File: src/hdl/ttl_kvt_pkg.sv
// ttl_kvt_pkg: shared types, codes and constants for the TTL key/value table.
// Used by the channel interfaces, the slot memory and the core top level.
// No dependencies.
package ttl_kvt_pkg;

    // Field widths and default table size
    localparam int KEY_W         = 32;
    localparam int VALUE_W       = 32;
    localparam int TIME_W        = 32;
    localparam int TABLE_ENTRIES = 16;

    // Request operation codes
    typedef enum logic [0:0] {
        OP_PUT = 1'b0,
        OP_GET = 1'b1
    } op_t;

    // Result status codes
    typedef enum logic [1:0] {
        STAT_HIT    = 2'd0,
        STAT_MISS   = 2'd1,
        STAT_STORED = 2'd2,
        STAT_FULL   = 2'd3
    } status_t;

    // Value returned on anything other than a get hit
    localparam logic [VALUE_W-1:0] NO_VALUE = '1;

    // Controller states
    typedef enum logic [2:0] {
        S_CLEAR,
        S_IDLE,
        S_SWEEP,
        S_DRAIN,
        S_FINISH
    } state_t;

    // One row of the slot memory
    typedef struct packed {
        logic               valid;
        logic [KEY_W-1:0]   key;
        logic [VALUE_W-1:0] value;
        logic [TIME_W-1:0]  expiry;
    } slot_row_t;

endpackage

File: src/hdl/ttl_kvt_req_if.sv
// ttl_kvt_req_if: request channel (put/get words) with valid/ready handshake.
// Depends on ttl_kvt_pkg for field widths.
interface ttl_kvt_req_if;

    logic                                   valid;
    logic                                   ready;
    logic                                   operation;
    logic signed [ttl_kvt_pkg::KEY_W-1:0]   entry_key;
    logic signed [ttl_kvt_pkg::VALUE_W-1:0] entry_value;
    logic [ttl_kvt_pkg::TIME_W-1:0]         expiry_time;
    logic [ttl_kvt_pkg::TIME_W-1:0]         current_time;

    modport source (
        output valid, operation, entry_key, entry_value, expiry_time, current_time,
        input  ready
    );

    modport sink (
        input  valid, operation, entry_key, entry_value, expiry_time, current_time,
        output ready
    );

endinterface

File: src/hdl/ttl_kvt_rsp_if.sv
// ttl_kvt_rsp_if: result channel (status and read value) with valid/ready handshake.
// Depends on ttl_kvt_pkg for field widths.
interface ttl_kvt_rsp_if;

    logic                                   valid;
    logic                                   ready;
    logic [1:0]                             status;
    logic signed [ttl_kvt_pkg::VALUE_W-1:0] read_value;

    modport source (
        output valid, status, read_value,
        input  ready
    );

    modport sink (
        input  valid, status, read_value,
        output ready
    );

endinterface

File: src/hdl/ttl_kvt_slot_ram.sv
// ttl_kvt_slot_ram: slot store, one write port and one read port, registered read data.
// Depends on ttl_kvt_pkg (slot_row_t).
module ttl_kvt_slot_ram #(
    parameter int DEPTH   = ttl_kvt_pkg::TABLE_ENTRIES,
    localparam int IDX_W  = (DEPTH > 1) ? $clog2(DEPTH) : 1
) (
    input  logic                         clk,
    input  logic                         rd_en,
    input  logic [IDX_W-1:0]             rd_addr,
    output ttl_kvt_pkg::slot_row_t       rd_row,
    input  logic                         wr_en,
    input  logic [IDX_W-1:0]             wr_addr,
    input  ttl_kvt_pkg::slot_row_t       wr_row
);

    ttl_kvt_pkg::slot_row_t mem [DEPTH];
    ttl_kvt_pkg::slot_row_t rd_row_reg;

    // write port
    always_ff @(posedge clk)
    begin
        if (wr_en)
        begin
            mem[wr_addr] <= wr_row;
        end
    end

    // read port, registered read data
    always_ff @(posedge clk)
    begin
        if (rd_en)
        begin
            rd_row_reg <= mem[rd_addr];
        end
    end

    assign rd_row = rd_row_reg;

endmodule

File: src/hdl/ttl_kvt_core.sv
// ttl_key_value_table_core: TTL key/value table, sweep controller over the slot memory.
// Depends on ttl_kvt_pkg, ttl_kvt_req_if, ttl_kvt_rsp_if and ttl_kvt_slot_ram.
//
//   channel | modport       | word carried
//   --------+---------------+----------------------------------------------------
//   req     | ttl_kvt_req_if.sink   | operation, entry_key, entry_value, expiry/current time
//   rsp     | ttl_kvt_rsp_if.source | status, read_value
//
// Each word sweeps every slot, one memory read per cycle, through S_SWEEP and S_DRAIN;
// the result is registered from S_FINISH, and the next request is taken only back in
// S_IDLE after that. The single read port of the slot memory sets this pace.
// After reset a clearing pass writes every slot invalid with req.ready low. A result
// left untaken holds the next one in S_FINISH until rsp.ready.
module ttl_key_value_table_core #(
    parameter int TABLE_ENTRIES = ttl_kvt_pkg::TABLE_ENTRIES
) (
    input  logic                 clk,
    input  logic                 rst_n,
    ttl_kvt_req_if.sink          req,
    ttl_kvt_rsp_if.source        rsp
);

    localparam int IDX_W = (TABLE_ENTRIES > 1) ? $clog2(TABLE_ENTRIES) : 1;
    localparam logic [IDX_W-1:0] LAST_IDX = IDX_W'(TABLE_ENTRIES - 1);

    // state and counters
    ttl_kvt_pkg::state_t state_reg, state_next;
    logic [IDX_W-1:0]    idx_reg, idx_next;
    logic                chk_vld_reg, chk_vld_next;
    logic [IDX_W-1:0]    chk_idx_reg, chk_idx_next;

    // captured request word
    ttl_kvt_pkg::op_t                   op_reg, op_next;
    logic [ttl_kvt_pkg::KEY_W-1:0]      key_reg, key_next;
    logic [ttl_kvt_pkg::VALUE_W-1:0]    val_reg, val_next;
    logic [ttl_kvt_pkg::TIME_W-1:0]     exp_reg, exp_next;
    logic [ttl_kvt_pkg::TIME_W-1:0]     now_reg, now_next;

    // sweep results
    logic                               found_reg, found_next;
    logic [IDX_W-1:0]                   found_idx_reg, found_idx_next;
    logic [ttl_kvt_pkg::VALUE_W-1:0]    hit_value_reg, hit_value_next;
    logic                               free_reg, free_next;
    logic [IDX_W-1:0]                   free_idx_reg, free_idx_next;

    // output register
    logic                               out_valid_reg, out_valid_next;
    ttl_kvt_pkg::status_t               out_status_reg, out_status_next;
    logic [ttl_kvt_pkg::VALUE_W-1:0]    out_value_reg, out_value_next;

    // memory ports
    logic                    rd_en;
    logic [IDX_W-1:0]        rd_addr;
    ttl_kvt_pkg::slot_row_t  rd_row;
    logic                    wr_en;
    logic [IDX_W-1:0]        wr_addr;
    ttl_kvt_pkg::slot_row_t  wr_row;

    // control strobes
    logic                    accept;
    logic                    out_free;
    logic                    out_load;
    logic                    key_match;
    logic                    expired;
    ttl_kvt_pkg::slot_row_t  put_row;
    ttl_kvt_pkg::slot_row_t  kill_row;

    ttl_kvt_slot_ram #(
        .DEPTH (TABLE_ENTRIES)
    ) u_slot_ram (
        .clk     (clk),
        .rd_en   (rd_en),
        .rd_addr (rd_addr),
        .rd_row  (rd_row),
        .wr_en   (wr_en),
        .wr_addr (wr_addr),
        .wr_row  (wr_row)
    );

    assign accept   = req.valid && req.ready;
    assign out_free = !out_valid_reg || rsp.ready;

    // slot checks on the row read last cycle
    assign key_match = rd_row.valid && (rd_row.key == key_reg);
    assign expired   = rd_row.valid && (rd_row.expiry <= now_reg);

    assign put_row  = '{valid: 1'b1, key: key_reg, value: val_reg, expiry: exp_reg};
    assign kill_row = '{valid: 1'b0, key: rd_row.key, value: rd_row.value,
                        expiry: rd_row.expiry};

    // next state
    always_comb
    begin
        state_next = state_reg;
        case (state_reg)
            ttl_kvt_pkg::S_CLEAR:
            begin
                if (idx_reg == LAST_IDX)
                begin
                    state_next = ttl_kvt_pkg::S_IDLE;
                end
            end
            ttl_kvt_pkg::S_IDLE:
            begin
                if (req.valid)
                begin
                    state_next = ttl_kvt_pkg::S_SWEEP;
                end
            end
            ttl_kvt_pkg::S_SWEEP:
            begin
                if (idx_reg == LAST_IDX)
                begin
                    state_next = ttl_kvt_pkg::S_DRAIN;
                end
            end
            ttl_kvt_pkg::S_DRAIN:
            begin
                state_next = ttl_kvt_pkg::S_FINISH;
            end
            ttl_kvt_pkg::S_FINISH:
            begin
                if (out_free)
                begin
                    state_next = ttl_kvt_pkg::S_IDLE;
                end
            end
            default:
            begin
                state_next = ttl_kvt_pkg::S_CLEAR;
            end
        endcase
    end

    // FSM outputs: handshake, memory ports, sweep counter
    always_comb
    begin
        req.ready    = 1'b0;
        rd_en        = 1'b0;
        rd_addr      = idx_reg;
        wr_en        = 1'b0;
        wr_addr      = chk_idx_reg;
        wr_row       = kill_row;
        out_load     = 1'b0;
        idx_next     = idx_reg;
        chk_vld_next = 1'b0;
        chk_idx_next = idx_reg;
        case (state_reg)
            ttl_kvt_pkg::S_CLEAR:
            begin
                wr_en    = 1'b1;
                wr_addr  = idx_reg;
                wr_row   = '0;
                idx_next = (idx_reg == LAST_IDX) ? '0 : idx_reg + 1'b1;
            end
            ttl_kvt_pkg::S_IDLE:
            begin
                req.ready = 1'b1;
                idx_next  = '0;
            end
            ttl_kvt_pkg::S_SWEEP:
            begin
                rd_en        = 1'b1;
                chk_vld_next = 1'b1;
                idx_next     = (idx_reg == LAST_IDX) ? '0 : idx_reg + 1'b1;
                // a get drops expired slots as it passes them
                wr_en        = chk_vld_reg && (op_reg == ttl_kvt_pkg::OP_GET) && expired;
            end
            ttl_kvt_pkg::S_DRAIN:
            begin
                wr_en = chk_vld_reg && (op_reg == ttl_kvt_pkg::OP_GET) && expired;
            end
            ttl_kvt_pkg::S_FINISH:
            begin
                out_load = out_free;
                wr_row   = put_row;
                wr_addr  = found_reg ? found_idx_reg : free_idx_reg;
                wr_en    = out_free && (op_reg == ttl_kvt_pkg::OP_PUT)
                           && (found_reg || free_reg);
            end
            default:
            begin
                req.ready = 1'b0;
            end
        endcase
    end

    // sweep bookkeeping and result word
    always_comb
    begin
        op_next         = op_reg;
        key_next        = key_reg;
        val_next        = val_reg;
        exp_next        = exp_reg;
        now_next        = now_reg;
        found_next      = found_reg;
        found_idx_next  = found_idx_reg;
        hit_value_next  = hit_value_reg;
        free_next       = free_reg;
        free_idx_next   = free_idx_reg;
        out_status_next = out_status_reg;
        out_value_next  = out_value_reg;
        out_valid_next  = out_valid_reg && !rsp.ready;

        // capture the request word
        if (accept)
        begin
            op_next    = ttl_kvt_pkg::op_t'(req.operation);
            key_next   = req.entry_key;
            val_next   = req.entry_value;
            exp_next   = req.expiry_time;
            now_next   = req.current_time;
            found_next = 1'b0;
            free_next  = 1'b0;
        end

        // get: first live key match; put: first key match, first free slot
        if (chk_vld_reg)
        begin
            if (op_reg == ttl_kvt_pkg::OP_GET)
            begin
                if (key_match && !expired && !found_reg)
                begin
                    found_next     = 1'b1;
                    hit_value_next = rd_row.value;
                end
            end
            else
            begin
                if (key_match && !found_reg)
                begin
                    found_next     = 1'b1;
                    found_idx_next = chk_idx_reg;
                end
                if (!rd_row.valid && !free_reg)
                begin
                    free_next     = 1'b1;
                    free_idx_next = chk_idx_reg;
                end
            end
        end

        // load the output register
        if (out_load)
        begin
            out_valid_next = 1'b1;
            out_value_next = ttl_kvt_pkg::NO_VALUE;
            if (op_reg == ttl_kvt_pkg::OP_GET)
            begin
                out_status_next = found_reg ? ttl_kvt_pkg::STAT_HIT : ttl_kvt_pkg::STAT_MISS;
                if (found_reg)
                begin
                    out_value_next = hit_value_reg;
                end
            end
            else
            begin
                out_status_next = (found_reg || free_reg) ? ttl_kvt_pkg::STAT_STORED
                                                          : ttl_kvt_pkg::STAT_FULL;
            end
        end
    end

    // control registers
    always_ff @(posedge clk or negedge rst_n)
    begin
        if (!rst_n)
        begin
            state_reg     <= ttl_kvt_pkg::S_CLEAR;
            idx_reg       <= '0;
            chk_vld_reg   <= 1'b0;
            out_valid_reg <= 1'b0;
        end
        else
        begin
            state_reg     <= state_next;
            idx_reg       <= idx_next;
            chk_vld_reg   <= chk_vld_next;
            out_valid_reg <= out_valid_next;
        end
    end

    // payload registers
    always_ff @(posedge clk)
    begin
        chk_idx_reg    <= chk_idx_next;
        op_reg         <= op_next;
        key_reg        <= key_next;
        val_reg        <= val_next;
        exp_reg        <= exp_next;
        now_reg        <= now_next;
        found_reg      <= found_next;
        found_idx_reg  <= found_idx_next;
        hit_value_reg  <= hit_value_next;
        free_reg       <= free_next;
        free_idx_reg   <= free_idx_next;
        out_status_reg <= out_status_next;
        out_value_reg  <= out_value_next;
    end

    assign rsp.valid      = out_valid_reg;
    assign rsp.status     = out_status_reg;
    assign rsp.read_value = out_value_reg;

`ifndef NO_ASSERTIONS
    // write-back never hits the slot being read in the same cycle
    assert property (@(posedge clk) disable iff (!rst_n)
        (wr_en && rd_en) |-> (wr_addr != rd_addr))
        else $error("slot memory read and write collide");

    // no request taken before the clearing pass is over
    assert property (@(posedge clk) disable iff (!rst_n)
        (state_reg == ttl_kvt_pkg::S_CLEAR) |-> !req.ready)
        else $error("request accepted during clearing pass");

    // the check stage only runs behind a sweep
    assert property (@(posedge clk) disable iff (!rst_n)
        chk_vld_reg |-> (state_reg == ttl_kvt_pkg::S_SWEEP
                         || state_reg == ttl_kvt_pkg::S_DRAIN))
        else $error("slot check outside a sweep");

    // only a get hit carries a stored value
    assert property (@(posedge clk) disable iff (!rst_n)
        (rsp.valid && rsp.status != ttl_kvt_pkg::STAT_HIT)
        |-> (rsp.read_value == ttl_kvt_pkg::NO_VALUE))
        else $error("non-hit result carries a value");

    // a new result is loaded only once the previous one has gone
    assert property (@(posedge clk) disable iff (!rst_n)
        (out_load && out_valid_reg) |-> rsp.ready)
        else $error("result overwritten before it was taken");
`endif

endmodule
File: src/flat_wrapper.sv
// flat-port wrapper written by rule: the top's interface ports become plain ports
module ttl_key_value_table_core_flat 
#(
    parameter int TABLE_ENTRIES = ttl_kvt_pkg::TABLE_ENTRIES
)
  (clk, rst_n, req_valid, req_operation, req_entry_key, req_entry_value, req_expiry_time, req_current_time, req_ready, rsp_valid, rsp_status, rsp_read_value, rsp_ready);
  ttl_kvt_req_if req_i ();
  ttl_kvt_rsp_if rsp_i ();
  input  logic clk;
  input  logic rst_n;
  input wire logic [$bits(req_i.valid)-1:0] req_valid;
  input wire logic [$bits(req_i.operation)-1:0] req_operation;
  input wire logic [$bits(req_i.entry_key)-1:0] req_entry_key;
  input wire logic [$bits(req_i.entry_value)-1:0] req_entry_value;
  input wire logic [$bits(req_i.expiry_time)-1:0] req_expiry_time;
  input wire logic [$bits(req_i.current_time)-1:0] req_current_time;
  output wire logic [$bits(req_i.ready)-1:0] req_ready;
  output wire logic [$bits(rsp_i.valid)-1:0] rsp_valid;
  output wire logic [$bits(rsp_i.status)-1:0] rsp_status;
  output wire logic [$bits(rsp_i.read_value)-1:0] rsp_read_value;
  input wire logic [$bits(rsp_i.ready)-1:0] rsp_ready;
  assign req_i.valid = req_valid;
  assign req_i.operation = req_operation;
  assign req_i.entry_key = req_entry_key;
  assign req_i.entry_value = req_entry_value;
  assign req_i.expiry_time = req_expiry_time;
  assign req_i.current_time = req_current_time;
  assign req_ready = req_i.ready;
  assign rsp_valid = rsp_i.valid;
  assign rsp_status = rsp_i.status;
  assign rsp_read_value = rsp_i.read_value;
  assign rsp_i.ready = rsp_ready;
  ttl_key_value_table_core #(.TABLE_ENTRIES(TABLE_ENTRIES)) u_core (.clk(clk), .rst_n(rst_n), .req(req_i), .rsp(rsp_i));
endmodule
File: config.mk
export PLATFORM = sky130hd
export DESIGN_NAME = ttl_key_value_table_core_flat
export DESIGN_NICKNAME = d
export VERILOG_FILES = /design/src/hdl/ttl_kvt_pkg.sv /design/src/hdl/ttl_kvt_req_if.sv /design/src/hdl/ttl_kvt_rsp_if.sv /design/src/hdl/ttl_kvt_slot_ram.sv /design/src/hdl/ttl_kvt_core.sv /design/src/flat_wrapper.sv
export SDC_FILE = /design/constraint.sdc
export NUM_CORES = 2
export LEC_CHECK = 0
export ABC_AREA = 1
export BUFFER_PORTS_ARGS = -buffer_cell sky130_fd_sc_hd__buf_2
export CAP_MARGIN = 20
export CELL_PAD_IN_SITES_DETAIL_PLACEMENT = 1
export CELL_PAD_IN_SITES_GLOBAL_PLACEMENT = 2
export CORE_MARGIN = 3
export CORE_UTILIZATION = 40
export CTS_CLUSTER_DIAMETER = 60
export DETAILED_ROUTE_END_ITERATION = 7
export PLACE_DENSITY_LB_ADDON = 0.25
export SLEW_MARGIN = 20
export SYNTH_ARGS = -nofsm -noshare
export SYNTH_HDL_FRONTEND = slang
export SYNTH_SLANG_ARGS = --single-unit
File: constraint.sdc
create_clock -name clk -period 7 [get_ports clk]
set_input_delay 0.7 -clock clk [delete_from_list [all_inputs] [get_ports clk]]
set_output_delay 0.7 -clock clk [all_outputs]
set_load 0.005 [all_outputs]
==> flow_metrics.py <==
metrics = {
    "die": {
        "die-area_um2": 185000,
        "die_w_um": 430,
        "coreArea_um2": 177000,
        "rows": 154,
        "die_y_um": 430,
        "ioPinCount": 169,
        "initial_core_util": 0.405,
    },
    "synth": {
        "synth_area_um2": 71800,
        "synth_compound_area_frac": 0.114,
        "synth_mux_area_frac": 0,
        "yosys.area_share.adder": 0.00575,
        "yosys.area_share.simple": 0.0744,
        "synth_cells": 5048,
        "yosys_warnings": 0,
        "synth_top_family_by_area": "compound AO/OA/AOI/OAI gates",
        "avgSynthCellArea_um2": 14.2,
        "yosysUniqueCellTypes": 43,
        "seq_area_frac_synth": 0.779,
        "synth-xor-area-share": 0.00134,
        "ys_ff_latch": 1867,
        "syn_nets": 5214,
    },
    "critical_path": {
        "endpoint_kind": "flip-flop",
        "critical_path_class": "reg -> reg",
        "path_max_fanout": 78,
        "cp.required_ns": 7.44,
        "r2r_slack_ns": 2.73,
        "slowest_delay_ns": 0.76,
        "crit_end": "u_core.u_slot_ram.mem[2][47]",
        "r2r-start": "u_core.state_reg[2]",
        "r2r-end": "u_core.u_slot_ram.mem[2][47]",
        "crit_chain": "nand2_2 -> inv_4 -> a31oi_1 -> o21ai_2 -> inv_2 -> nor2_1 -> nand2_1 -> a21oi_4 -> buf_12",
        "crit_start": "u_core.state_reg[2]",
        "cp.arrival_ns": 4.71,
        "reg2regPathDepth": 9,
        "critPathLaunchType": "flip-flop",
        "crit_slowest_cell": "inv_4",
    },
    "clocking": {
        "cts_tree": "yes",
        "cts_buffers": 199,
        "ctsResizeCount": 0,
        "h-tree-depth": 4,
        "clock_sink_count": 1867,
        "clk_latency_ns": 0.83,
        "cts-root-buf": "clkbuf_16",
        "clk_pin_slew_ns": 0.06,
        "cts_hold_buf": 86,
        "postCtsSetupBuffers": 0,
        "clock_path_buffers": 3,
    },
    "hold_path": {
        "worstHoldStart": "req_current_time[10]",
        "worstHoldPathType": "in -> reg",
        "min_path_cells": 1,
    },
    "sta": {
        "fmax_ghz": 0.234,
        "fin_crit_sh": 0.610,
        "rsz0062_at_grt": "no",
        "finalHoldViolations": 0,
        "min_period_ns": 4.27,
        "worst_slew_pin_slew_ns": 1.16,
        "skew_ns": 0.0347,
        "hold_ws_ns": 0.0697,
        "setup_tns_ns": 0,
        "slew_violations": 0,
        "slew_headroom": 0.224,
        "setup_viol": 0,
    },
    "power_and_ir_drop": {
        "vdd_drop_max_mv": 0.361,
        "p_leak_nw": 26.7,
        "power_density_nw_per_um2": 476,
    },
    "placement": {
        "placed_area_um2": 75300,
        "io_buffers": 168,
        "placed_cells_incl_taps": 7304,
        "dp_hpwl_um": 102000,
        "gp_routability_congestion": 0.743,
    },
    "routing": {
        "drc": 0,
        "viasPerCell": 5.60,
        "num_vias": 43483,
        "first_iter_violations": 3816,
        "wl_per_cell_um": 25.4,
        "wirelength_um": 197000,
        "dr.pass1.iters": 7,
        "antenna_left": 0,
    },
    "global_routing": {
        "antenna_found_initial": 4,
        "grt_usage": 0.210,
        "grt_max_degree": 223,
        "grt_first_pass_wirelength_um": 295000,
        "grt_pass1_vias": 45667,
        "grt_remaining_overflow": 0,
    },
    "layout": {
        "area_delta_synth_final_pct": 14.9,
        "drive_above_1_share": 0.112,
        "nNetsFinal": 5419,
        "layoutNonFillerInstCount": 7758,
        "utilization": 0.465,
        "largest_reg_flops": 1552,
        "layout_commonest_cell": "edfxtp_1",
        "final_cell_area_um2": 82500,
        "final_cell_mix": "1852 x edfxtp_1, 813 x nor2_1, 791 x o21ai_0",
    },
    "outcome": {
        "status": "complete, no violations",
    },
    "flow_run": {
        "max_cap_viol_count": 0,
    },
}
where the power goes:
part	switching, W	leakage (nW)	internal, W
combinational	0.00915	6.57	0.00283
sequential	0.000632	17.0	0.0163
clock	0.00436	3.07	0.00592
total	0.0141	26.7	0.0251
cell usage after synthesis, drive strengths merged:
library cell / number / share of area
o21a: 1 / 0.00010
inv: 102 / 0.0054
dfrtp: 9 / 0.0031
nor3: 6 / 0.00042
nand4: 4 / 0.00035
o21ai: 801 / 0.056
xnor2: 6 / 0.00073
ha: 33 / 0.0058
o22ai: 257 / 0.022
dfxtp: 6 / 0.0017
o31ai: 1 / 0.00010
buf: 98 / 0.0070
o21bai: 1 / 0.00010
nand3: 166 / 0.012
o221ai: 157 / 0.019
xor2: 5 / 0.00061
a31oi: 2 / 0.00026
nor4: 2 / 0.00017
a21o: 2 / 0.00021
clkbuf: 238 / 0.012
edfxtp: 1852 / 0.77
or2: 32 / 0.0028
a22o: 73 / 0.0089
o211ai: 37 / 0.0039
a21oi: 35 / 0.0026
nand2: 296 / 0.016
a221oi: 2 / 0.00058
nor2: 823 / 0.044
o2111ai: 1 / 0.00012
critical path: cells and delay by family, from the launching register on:
family | cells | cell delay (ns)
AO/OA/AOI/OAI | 3 | 1.05
flip-flops | 1 | 0.55
AND/OR/NAND/NOR | 3 | 0.78
buffers and inverters | 3 | 1.36
worst min path at each step:
| stage | to | slack, ns |
|---|---|---|
| floorplan | u_core.chk_idx_reg[0] | 0.37 |
| CTS | u_core.val_reg[16] | 0.00008 |
| finish | u_core.now_reg[10] | 0.07 |
| detailed placement | u_core.hit_value_reg[3] | 0.44 |
| global placement | u_core.hit_value_reg[3] | 0.43 |
| global route | u_core.key_reg[14] | 0.02 |
cell type report:
cell class | instances | area, um2
fill | 17479 | 94800
sequential | 1867 | 56000
multi-input combinational | 2743 | 14300
clock buffer | 261 | 5260
tap | 2340 | 2930
timing repair buffer | 340 | 2560
clock inverter | 104 | 1050
inverter | 102 | 415
antenna | 1 | 2.50
per-stage QoR:
stage | total power (W) | setup slack, ns
3_5_place_dp | 0.0292 | 2.77
4_1_cts | 0.0396 | 2.75
2_1_floorplan | 0.0245 | -0.570
3_3_place_gp | 0.0289 | 2.90
6_report | 0.0392 | 2.73
5_1_grt | 0.0413 | 2.42
metal layers:
metal | global-route usage | part of all wire | routed length, um | vias up
met4 | 0.0624 | 0.027 | 5270 | 0
met3 | 0.0296 | 0.044 | 8670 | 292
met1 | 0.289 | 0.45 | 88600 | 22703
li1 | - | - | - | 19510
met2 | 0.349 | 0.48 | 94800 | 978
met5 | 0 | 0 | 0 | -
logic make-up after synthesis:
group                    after synthesis
AND/OR/NAND/NOR                     1329
AO/OA/AOI/OAI                       1370
adder cells (fa/ha/maj)               33
XOR/XNOR                              11
buffers and inverters                438
flip-flops                          1867
Power figures use the tool's default switching activity.
